<file path="config.mk">
export PLATFORM = sky130hd
export DESIGN_NAME = rate_limited_pid_throttle_unit
export DESIGN_NICKNAME = d
export VERILOG_FILES = /design/src/rtl/core/rlpt_pkg.sv /design/src/rtl/core/rate_limited_pid_throttle_unit.sv /design/src/rtl/core/rlpt_datapath.sv /design/src/rtl/core/rlpt_ctrl.sv
export SDC_FILE = /design/constraint.sdc
export NUM_CORES = 2
export LEC_CHECK = 0
export ABC_AREA = 1
export ABC_CLOCK_PERIOD_IN_PS = 21600
export BUFFER_PORTS_ARGS = -buffer_cell sky130_fd_sc_hd__buf_2
export CAP_MARGIN = 20
export CORE_ASPECT_RATIO = 1.25
export CORE_MARGIN = 10
export CORE_UTILIZATION = 60
export DETAILED_ROUTE_END_ITERATION = 8
export PLACE_DENSITY = 0.77
export SETUP_SLACK_MARGIN = 0.4
export SKIP_CTS_REPAIR_TIMING = 1
export SYNTH_ARGS = -nofsm -noshare
export SYNTH_HDL_FRONTEND = slang
export SYNTH_HIERARCHICAL = 1
export SYNTH_SLANG_ARGS = --single-unit
</file>
<file path="constraint.sdc">
create_clock -name clk -period 21.6 [get_ports clk]
set_input_delay 4.32 -clock clk [delete_from_list [all_inputs] [get_ports clk]]
set_output_delay 4.32 -clock clk [all_outputs]
set_load 0.02 [all_outputs]
</file>
<file path="src/rtl/core/rlpt_pkg.sv">
// ---------------------------------------------------------------------------
// rlpt_pkg
// shared types, register indexes and constants of the rate limited pid throttle
// ---------------------------------------------------------------------------
`default_nettype none

package rlpt_pkg;

    localparam int VALUE_WIDTH_DEF   = 32;
    localparam int FRACTION_BITS_DEF = 16;
    localparam int CFG_INDEX_WIDTH   = 3;
    localparam int CFG_DATA_WIDTH    = 32;

    typedef enum logic [CFG_INDEX_WIDTH-1:0] {
        REG_GAIN_P   = 3'd0,
        REG_GAIN_I   = 3'd1,
        REG_GAIN_D   = 3'd2,
        REG_TIME     = 3'd3,
        REG_DRY_MAX  = 3'd4,
        REG_FULL_MAX = 3'd5,
        REG_THR_MIN  = 3'd6
    } reg_index_t;

    // datapath operation codes
    typedef enum logic [3:0] {
        OP_SEED   = 4'd0,
        OP_STEP   = 4'd1,
        OP_RAMP   = 4'd2,
        OP_ERR    = 4'd3,
        OP_INTMUL = 4'd4,
        OP_INTACC = 4'd5,
        OP_DIFF   = 4'd6,
        OP_DIV    = 4'd7,
        OP_PMUL   = 4'd8,
        OP_IMUL   = 4'd9,
        OP_DMUL   = 4'd10,
        OP_CLAMP  = 4'd11,
        OP_NONE   = 4'd12
    } dp_op_t;

    typedef struct packed {
        logic   load;
        logic   start;
        dp_op_t op;
    } dp_cmd_t;

    typedef struct packed {
        logic busy;
        logic seeded;
    } dp_status_t;

endpackage

`default_nettype wire

</file>
<file path="src/rtl/core/rate_limited_pid_throttle_unit.sv">
// ---------------------------------------------------------------------------
// rate_limited_pid_throttle_unit
// rate limited pid throttle controller, signed fixed point
// ---------------------------------------------------------------------------
// One request is taken at a time and yields one throttle command (signed
// Q16.16 at the defaults); the single bit-serial multiply/divide unit runs
// five multiplies and one divide per request in turn, between the ramp,
// error, integral, difference and clamp steps, which do not use it.
// The input stays stalled while a request is in work and while a finished
// command waits stalled in the output register; the next request can be
// taken in the cycle the waiting command is accepted.
`default_nettype none

module rate_limited_pid_throttle_unit
    import rlpt_pkg::*;
#(
    parameter int VALUE_WIDTH   = VALUE_WIDTH_DEF,
    parameter int FRACTION_BITS = FRACTION_BITS_DEF
)
(
    input  wire logic                        clk,
    input  wire logic                        rst_n,
    input  wire logic                        cfg_we,
    input  wire logic [CFG_INDEX_WIDTH-1:0]  cfg_index,
    input  wire logic [CFG_DATA_WIDTH-1:0]   cfg_data,
    input  wire logic                        in_valid,
    output logic                             in_stall,
    input  wire logic signed [31:0]          measured_speed,
    input  wire logic signed [31:0]          target_speed,
    input  wire logic [30:0]                 accel_limit,
    input  wire logic signed [31:0]          trim_level,
    input  wire logic                        reheat_on,
    output logic                             out_valid,
    input  wire logic                        out_stall,
    output logic signed [31:0]               throttle_out
);

    dp_cmd_t    cmd;
    dp_status_t status;
    logic signed [31:0] result;
    logic signed [31:0] out_reg;

    rlpt_ctrl u_ctrl (
        .clk       (clk),
        .rst_n     (rst_n),
        .in_valid  (in_valid),
        .in_stall  (in_stall),
        .out_valid (out_valid),
        .out_stall (out_stall),
        .status    (status),
        .cmd       (cmd)
    );

    rlpt_datapath #(
        .VALUE_WIDTH   (VALUE_WIDTH),
        .FRACTION_BITS (FRACTION_BITS)
    ) u_dp (
        .clk            (clk),
        .rst_n          (rst_n),
        .cfg_we         (cfg_we),
        .cfg_index      (cfg_index),
        .cfg_data       (cfg_data),
        .measured_speed (measured_speed),
        .target_speed   (target_speed),
        .accel_limit    (accel_limit),
        .trim_level     (trim_level),
        .reheat_on      (reheat_on),
        .cmd            (cmd),
        .status         (status),
        .result         (result)
    );

    // result register, loaded when the clamp completes
    always_ff @(posedge clk or negedge rst_n)
    begin
        if (!rst_n)
            out_reg <= '0;
        else if (cmd.load && cmd.op == OP_CLAMP)
            out_reg <= result;
    end

    assign throttle_out = out_reg;

    // a request is never taken while the sequencer is working
    a_no_accept_busy: assert property (@(posedge clk) disable iff (!rst_n)
        status.busy |-> in_stall)
        else $error("request accepted while unit busy");

    // after an accepted request the ramp is seeded
    a_seeded: assert property (@(posedge clk) disable iff (!rst_n)
        (in_valid && !in_stall) |=> status.seeded)
        else $error("ramp not seeded after request");

    // the unit is never started while already running
    a_start_idle: assert property (@(posedge clk) disable iff (!rst_n)
        cmd.start |-> !status.busy)
        else $error("unit started while busy");

endmodule

`default_nettype wire

</file>
<file path="src/rtl/core/rlpt_datapath.sv">
// ---------------------------------------------------------------------------
// rlpt_datapath
// state registers, serial multiplier and divider, saturating adder and clamps
// ---------------------------------------------------------------------------
`default_nettype none

module rlpt_datapath
    import rlpt_pkg::*;
#(
    parameter int VALUE_WIDTH   = VALUE_WIDTH_DEF,
    parameter int FRACTION_BITS = FRACTION_BITS_DEF
)
(
    input  wire logic                        clk,
    input  wire logic                        rst_n,
    input  wire logic                        cfg_we,
    input  wire logic [CFG_INDEX_WIDTH-1:0]  cfg_index,
    input  wire logic [CFG_DATA_WIDTH-1:0]   cfg_data,
    input  wire logic signed [31:0]          measured_speed,
    input  wire logic signed [31:0]          target_speed,
    input  wire logic [30:0]                 accel_limit,
    input  wire logic signed [31:0]          trim_level,
    input  wire logic                        reheat_on,
    input  wire dp_cmd_t                     cmd,
    output dp_status_t                       status,
    output logic signed [31:0]               result
);

    localparam int W  = VALUE_WIDTH;
    localparam int F  = FRACTION_BITS;
    localparam int PW = 2 * W;
    localparam int NW = W + F;
    localparam int CW = $clog2(NW + 1);
    localparam logic signed [W-1:0] VMAX = {1'b0, {(W-1){1'b1}}};
    localparam logic signed [W-1:0] VMIN = {1'b1, {(W-1){1'b0}}};
    localparam longint IB_L = ((longint'(1) << F) * 2 + 5) / 10;
    localparam logic signed [W-1:0] IBOUND = W'(IB_L);

    function automatic logic signed [W-1:0] sat_ext(input logic signed [32:0] v);
        logic signed [W+32:0] e;
        e = (W + 33)'(v);
        if (e > (W + 33)'(VMAX)) return VMAX;
        if (e < (W + 33)'(VMIN)) return VMIN;
        return W'(e);
    endfunction

    function automatic logic signed [W-1:0] sadd(input logic signed [W-1:0] a,
                                                 input logic signed [W-1:0] b);
        logic signed [W:0] s;
        s = (W + 1)'(a) + (W + 1)'(b);
        if (s > (W + 1)'(VMAX)) return VMAX;
        if (s < (W + 1)'(VMIN)) return VMIN;
        return W'(s);
    endfunction

    function automatic logic signed [W-1:0] ssub(input logic signed [W-1:0] a,
                                                 input logic signed [W-1:0] b);
        logic signed [W:0] s;
        s = (W + 1)'(a) - (W + 1)'(b);
        if (s > (W + 1)'(VMAX)) return VMAX;
        if (s < (W + 1)'(VMIN)) return VMIN;
        return W'(s);
    endfunction

    // saturate a magnitude with sign
    function automatic logic signed [W-1:0] from_mag(input logic neg,
                                                     input logic [NW-1:0] m);
        logic [NW-1:0] lim;
        lim = neg ? NW'(VMAX) + NW'(1) : NW'(VMAX);
        if (m > lim) return neg ? VMIN : VMAX;
        return neg ? W'(-m) : W'(m);
    endfunction

    // configuration and state
    logic signed [W-1:0] gain_p_reg, gain_i_reg, gain_d_reg, time_reg;
    logic signed [W-1:0] dry_reg, full_reg, min_reg;
    logic signed [W-1:0] integ_reg, prev_reg, ramp_reg;
    logic                seeded_reg;
    logic signed [W-1:0] meas_reg, targ_reg, accel_reg, trim_reg;
    logic                reheat_reg;
    logic signed [W-1:0] step_reg, err_reg, diff_reg, deriv_reg, thr_reg, prod_reg;

    // serial unit: shift-add multiplier or restoring divider
    logic                busy_reg, div_mode_reg, neg_reg;
    logic [CW-1:0]       cnt_reg;
    logic [W-1:0]        mb_reg;
    logic [PW-1:0]       acc_reg, ma_reg;
    logic [NW-1:0]       num_reg, quo_reg;
    logic [W:0]          rem_reg;
    logic [W-1:0]        dv_reg;

    logic signed [W-1:0] dt;
    logic signed [W-1:0] op_a, op_b;
    logic [W-1:0]        ua, ub;
    logic [W:0]          rem_sh;
    logic [PW-1:0]       shifted;
    logic [NW-1:0]       mag_res;
    logic signed [W-1:0] unit_res;
    logic signed [W-1:0] neg_step, upper, clamped;
    logic                dp_neg;

    assign dt = (time_reg > 0) ? time_reg : W'(1);
    assign rem_sh = {rem_reg[W-1:0], num_reg[NW-1]};
    assign shifted = acc_reg >> F;
    assign mag_res = (shifted[PW-1:NW] != '0) ? {NW{1'b1}} : shifted[NW-1:0];
    assign unit_res = div_mode_reg ? from_mag(neg_reg, quo_reg) : from_mag(neg_reg, mag_res);
    assign neg_step = -step_reg;
    assign upper = reheat_reg ? full_reg : dry_reg;
    assign dp_neg = diff_reg[W-1];

    always_comb
    begin
        case (cmd.op)
            OP_STEP:   begin op_a = accel_reg;  op_b = dt;        end
            OP_INTMUL: begin op_a = err_reg;    op_b = dt;        end
            OP_PMUL:   begin op_a = gain_p_reg; op_b = err_reg;   end
            OP_IMUL:   begin op_a = gain_i_reg; op_b = integ_reg; end
            OP_DMUL:   begin op_a = gain_d_reg; op_b = deriv_reg; end
            default:   begin op_a = diff_reg;   op_b = dt;        end
        endcase
        ua = op_a[W-1] ? W'(-op_a) : W'(op_a);
        ub = op_b[W-1] ? W'(-op_b) : W'(op_b);
        clamped = (thr_reg > upper) ? upper : thr_reg;
        if (clamped < min_reg)
            clamped = min_reg;
    end

    always_ff @(posedge clk or negedge rst_n)
    begin
        if (!rst_n)
        begin
            gain_p_reg <= '0;
            gain_i_reg <= '0;
            gain_d_reg <= '0;
            time_reg   <= W'(655);
            dry_reg    <= W'(65536);
            full_reg   <= W'(65536);
            min_reg    <= '0;
            integ_reg  <= '0;
            prev_reg   <= '0;
            ramp_reg   <= '0;
            seeded_reg <= 1'b0;
            busy_reg   <= 1'b0;
            cnt_reg    <= '0;
        end
        else
        begin
            if (cfg_we)
            begin
                case (cfg_index)
                    REG_GAIN_P:   gain_p_reg <= sat_ext({cfg_data[31], cfg_data});
                    REG_GAIN_I:   gain_i_reg <= sat_ext({cfg_data[31], cfg_data});
                    REG_GAIN_D:   gain_d_reg <= sat_ext({cfg_data[31], cfg_data});
                    REG_TIME:     time_reg   <= sat_ext({2'b00, cfg_data[30:0]});
                    REG_DRY_MAX:  dry_reg    <= sat_ext({cfg_data[31], cfg_data});
                    REG_FULL_MAX: full_reg   <= sat_ext({cfg_data[31], cfg_data});
                    REG_THR_MIN:  min_reg    <= sat_ext({cfg_data[31], cfg_data});
                    default:      ;
                endcase
            end
            if (busy_reg)
            begin
                if (div_mode_reg)
                begin
                    if (rem_sh >= {1'b0, dv_reg})
                    begin
                        rem_reg <= rem_sh - {1'b0, dv_reg};
                        quo_reg <= {quo_reg[NW-2:0], 1'b1};
                    end
                    else
                    begin
                        rem_reg <= rem_sh;
                        quo_reg <= {quo_reg[NW-2:0], 1'b0};
                    end
                    num_reg <= num_reg << 1;
                end
                else
                begin
                    if (mb_reg[0])
                        acc_reg <= acc_reg + ma_reg;
                    ma_reg <= ma_reg << 1;
                    mb_reg <= mb_reg >> 1;
                end
                cnt_reg <= cnt_reg - CW'(1);
                if (cnt_reg == CW'(1))
                    busy_reg <= 1'b0;
            end
            else if (cmd.start)
            begin
                busy_reg <= 1'b1;
                div_mode_reg <= (cmd.op == OP_DIV);
                if (cmd.op == OP_DIV)
                begin
                    neg_reg <= dp_neg;
                    num_reg <= {ua, {F{1'b0}}};
                    quo_reg <= '0;
                    rem_reg <= '0;
                    dv_reg  <= W'(dt);
                    cnt_reg <= CW'(NW);
                end
                else
                begin
                    neg_reg <= op_a[W-1] ^ op_b[W-1];
                    acc_reg <= '0;
                    ma_reg  <= PW'(ua);
                    mb_reg  <= ub;
                    cnt_reg <= CW'(W);
                end
            end
            if (cmd.load)
            begin
                case (cmd.op)
                    OP_SEED:
                    begin
                        meas_reg   <= sat_ext({measured_speed[31], measured_speed});
                        targ_reg   <= sat_ext({target_speed[31], target_speed});
                        accel_reg  <= sat_ext({2'b00, accel_limit});
                        trim_reg   <= sat_ext({trim_level[31], trim_level});
                        reheat_reg <= reheat_on;
                        if (!seeded_reg)
                            ramp_reg <= sat_ext({measured_speed[31], measured_speed});
                        seeded_reg <= 1'b1;
                    end
                    OP_STEP: step_reg <= unit_res;
                    OP_RAMP:
                    begin
                        if (ssub(targ_reg, ramp_reg) > step_reg)
                            ramp_reg <= sadd(ramp_reg, step_reg);
                        else if (ssub(targ_reg, ramp_reg) < neg_step)
                            ramp_reg <= ssub(ramp_reg, step_reg);
                        else
                            ramp_reg <= targ_reg;
                    end
                    OP_ERR:
                    begin
                        err_reg <= ssub(ramp_reg, meas_reg);
                        thr_reg <= trim_reg;
                    end
                    OP_INTMUL: prod_reg <= unit_res;
                    OP_INTACC:
                    begin
                        if (sadd(integ_reg, prod_reg) > IBOUND)
                            integ_reg <= IBOUND;
                        else if (sadd(integ_reg, prod_reg) < -IBOUND)
                            integ_reg <= -IBOUND;
                        else
                            integ_reg <= sadd(integ_reg, prod_reg);
                    end
                    OP_DIFF:
                    begin
                        diff_reg <= ssub(err_reg, prev_reg);
                        prev_reg <= err_reg;
                    end
                    OP_DIV:  deriv_reg <= unit_res;
                    OP_PMUL: thr_reg <= sadd(thr_reg, unit_res);
                    OP_IMUL: thr_reg <= sadd(thr_reg, unit_res);
                    OP_DMUL: thr_reg <= sadd(thr_reg, unit_res);
                    OP_CLAMP: thr_reg <= clamped;
                    default: ;
                endcase
            end
        end
    end

    assign status.busy   = busy_reg;
    assign status.seeded = seeded_reg;
    // clamped command, valid during the clamp step
    assign result        = 32'(clamped);

endmodule

`default_nettype wire

</file>
<file path="src/rtl/core/rlpt_ctrl.sv">
// ---------------------------------------------------------------------------
// rlpt_ctrl
// sequencer stepping the datapath through one control tick
// ---------------------------------------------------------------------------
`default_nettype none

module rlpt_ctrl
    import rlpt_pkg::*;
(
    input  wire logic       clk,
    input  wire logic       rst_n,
    input  wire logic       in_valid,
    output logic            in_stall,
    output logic            out_valid,
    input  wire logic       out_stall,
    input  wire dp_status_t status,
    output dp_cmd_t         cmd
);

    typedef enum logic [5:0] {
        S_IDLE  = 6'b000001,
        S_START = 6'b000010,
        S_WAIT  = 6'b000100,
        S_LOAD  = 6'b001000,
        S_PLAIN = 6'b010000,
        S_OUT   = 6'b100000
    } state_t;

    state_t state_reg, state_next;
    dp_op_t op_reg, op_next;
    logic   out_valid_reg, out_valid_next;

    function automatic logic is_unit(input dp_op_t o);
        return o == OP_STEP || o == OP_INTMUL || o == OP_DIV ||
               o == OP_PMUL || o == OP_IMUL || o == OP_DMUL;
    endfunction

    function automatic dp_op_t next_op(input dp_op_t o);
        case (o)
            OP_SEED:   return OP_STEP;
            OP_STEP:   return OP_RAMP;
            OP_RAMP:   return OP_ERR;
            OP_ERR:    return OP_INTMUL;
            OP_INTMUL: return OP_INTACC;
            OP_INTACC: return OP_DIFF;
            OP_DIFF:   return OP_DIV;
            OP_DIV:    return OP_PMUL;
            OP_PMUL:   return OP_IMUL;
            OP_IMUL:   return OP_DMUL;
            OP_DMUL:   return OP_CLAMP;
            default:   return OP_NONE;
        endcase
    endfunction

    assign in_stall  = (state_reg != S_IDLE) || (out_valid_reg && out_stall);
    assign out_valid = out_valid_reg;

    always_comb
    begin
        state_next     = state_reg;
        op_next        = op_reg;
        out_valid_next = out_valid_reg && out_stall;
        cmd.load       = 1'b0;
        cmd.start      = 1'b0;
        cmd.op         = op_reg;
        case (state_reg)
            S_IDLE:
            begin
                cmd.op = OP_SEED;
                if (in_valid && !in_stall)
                begin
                    cmd.load   = 1'b1;
                    op_next    = OP_STEP;
                    state_next = S_START;
                end
            end
            S_START:
            begin
                cmd.start  = 1'b1;
                state_next = S_WAIT;
            end
            S_WAIT:
                if (!status.busy)
                    state_next = S_LOAD;
            S_LOAD, S_PLAIN:
            begin
                cmd.load = 1'b1;
                op_next  = next_op(op_reg);
                if (op_reg == OP_CLAMP)
                    state_next = S_OUT;
                else if (is_unit(next_op(op_reg)))
                    state_next = S_START;
                else
                    state_next = S_PLAIN;
            end
            S_OUT:
            begin
                out_valid_next = 1'b1;
                state_next     = S_IDLE;
            end
            default: state_next = S_IDLE;
        endcase
    end

    always_ff @(posedge clk or negedge rst_n)
    begin
        if (!rst_n)
        begin
            state_reg     <= S_IDLE;
            op_reg        <= OP_NONE;
            out_valid_reg <= 1'b0;
        end
        else
        begin
            state_reg     <= state_next;
            op_reg        <= op_next;
            out_valid_reg <= out_valid_next;
        end
    end

endmodule

`default_nettype wire

</file>
==> results.toml <==
[placement]
dp_hpwl_um = 168000
place.gp.congestion = 0.980
place_inst = 9612
io_buffers = 201

[logic_synthesis]
syn_avg_cell_area_um2 = 8.07
yosysWarningCount = 6
synthCells = 8260
syn_nets = 8955
netlist_area_mm2 = 0.0667

[hold_path]
hold_path_class = "reg2reg"
min_from = "throttle_out[25]"

[die]
start_util_pct = 60.6
coreArea_mm2 = 0.110
ios = 202
die-area_mm2 = 0.125
fp-row-count = 136
die_w_um = 318
die_h_um = 393

[sta]
grt_setup_unrepaired = "false"
worst_pin_slew_ns = 1.45
slew_headroom_pct = 3.53
hold_viol_final = 0
clock.fmax_mhz = 110
setup_tns_ns = 0
clock-skew-final_ns = 0.0780
period_minus_slack_ns = 9.09
setup_viol = 0
drv_slew = 0
fin_crit_sh_pct = 42.1

[flow_run]
drv_cap = 0

[drt]
ant_nets = 0
drcViolationCount = 0
drt_wl_total_um = 224000
drt_iter0_drc = 5867
wl_per_cell_um = 22.8
viasPerCell = 5.99
dr.pass1.iters = 6
vias = 58800

[cells_and_area]
n_fill_cell = 9409
area_growth_pct = 8.54
finalNetCount = 8966
stdcell_count = 9812
final_layout_size_suffix_gt1_share_pct = 7.42

[power]
p_leak_nw = 33.7
power_mw = 8.57
ir_drop_mv = 0.111
power-per-cell-area_mw_per_mm2 = 118

[global_route]
grt_max_degree = 100
grt_use_total_pct = 35.0
grt_pass1_vias = 56900
grt_overflow = 0
grt_pass1_wl_um = 338000
antenna_found_initial = 17

[critical_path]
crit-reg2reg-launch = "u_dp/neg_reg"
start_kind = "input port"
critPathLaunch = "out_stall"
crit_type = "in2out"
worst_ep_arrival_time_ns = 4.77
endpoint_kind = "output port"
path_max_fanout = 3
required_ns = 17.28

[cts]
clockBufferDepth = 3
clk_pin_slew_worst_paths_ns = 0.06
cts_tree = "built"
numCtsBuffers = 102
h-tree-depth = 3
root_buffer = "clkbuf_16"
clk_latency_ns = 0.78
clock_sinks = 995

[run_status]
status = "completed"
[metal layers]
layer  up-vias  part of all wire (%)  track usage [%]  wire, µm
met5         -                 0.012                0        27
met4         4                   7.7             23.3     17100
met3       565                   8.3             6.05     18700
met2      2596                    45             56.0    101000
met1     27700                    39             43.3     87100
li1      27900                     -                -         -
[report_power, final]
group / internal (mW) / switching (mW)
clock network: 1.05 / 0.822
logic: 1.27 / 2.72
registers: 2.46 / 0.251
total: 4.77 / 3.80
[final cells by class]
cell class | instances | area, µm² | share of cell area [%]
timing repair buffer | 297 | 1830 | 2.53
clock inverter | 66 | 773 | 1.07
tap | 1449 | 1810 | 2.50
inverter | 911 | 3420 | 4.73
sequential | 995 | 28000 | 38.7
multi-input combinational | 5964 | 33700 | 46.6
antenna | 2 | 5.00 | 0.00691
clock buffer | 128 | 2750 | 3.80
[path summary, 6_finish.rpt]
check,to,cells past startpoint,slack (ns)
setup / recovery,in_stall,4,12.51
hold / removal,throttle_out[25],2,0.47
setup reg to reg,u_dp/thr_reg[2],30,13.51
hold reg to reg,throttle_out[25],2,0.47
max in group asynchronous,u_dp/integ_reg[28],5,15.73
min in group asynchronous,u_dp/ramp_reg[11],1,3.43
[worst max-delay path, stage by stage]
cell and delay [ns]:
buf_2 0.10, nand2_1 0.11, nand2_4 0.08, buf_2 0.16
[placed cells by master (no fill, tap or decap), types with 52 or more instances in the layout]
cell type,n
xor2_1,227
nor2_1,529
dfrtp_1,358
nor3_1,77
edfxtp_1,625
xnor2_1,106
nand4_1,62
ha_1,518
clkbuf_16,103
buf_2,200
nand2_1,1984
inv_1,882
buf_4,90
o21ai_0,778
nand3_1,326
o21ai_1,52
a21oi_1,693
[per-stage QoR]
step | hold WS [ns] | setup slack, ns | instance area (µm²) | util [%]
after global placement | 0.452 | 12.51 | 68700 | 62.4
final | 0.470 | 12.51 | 72400 | 65.7
after global routing | 0.491 | 12.48 | 72400 | 65.7
after CTS | 0.471 | 12.50 | 72300 | 65.7
after detailed placement | 0.454 | 12.50 | 68800 | 62.5
after floorplan | 0.422 | 8.34 | 66700 | -
No activity file was read; power rests on OpenSTA's default activity.
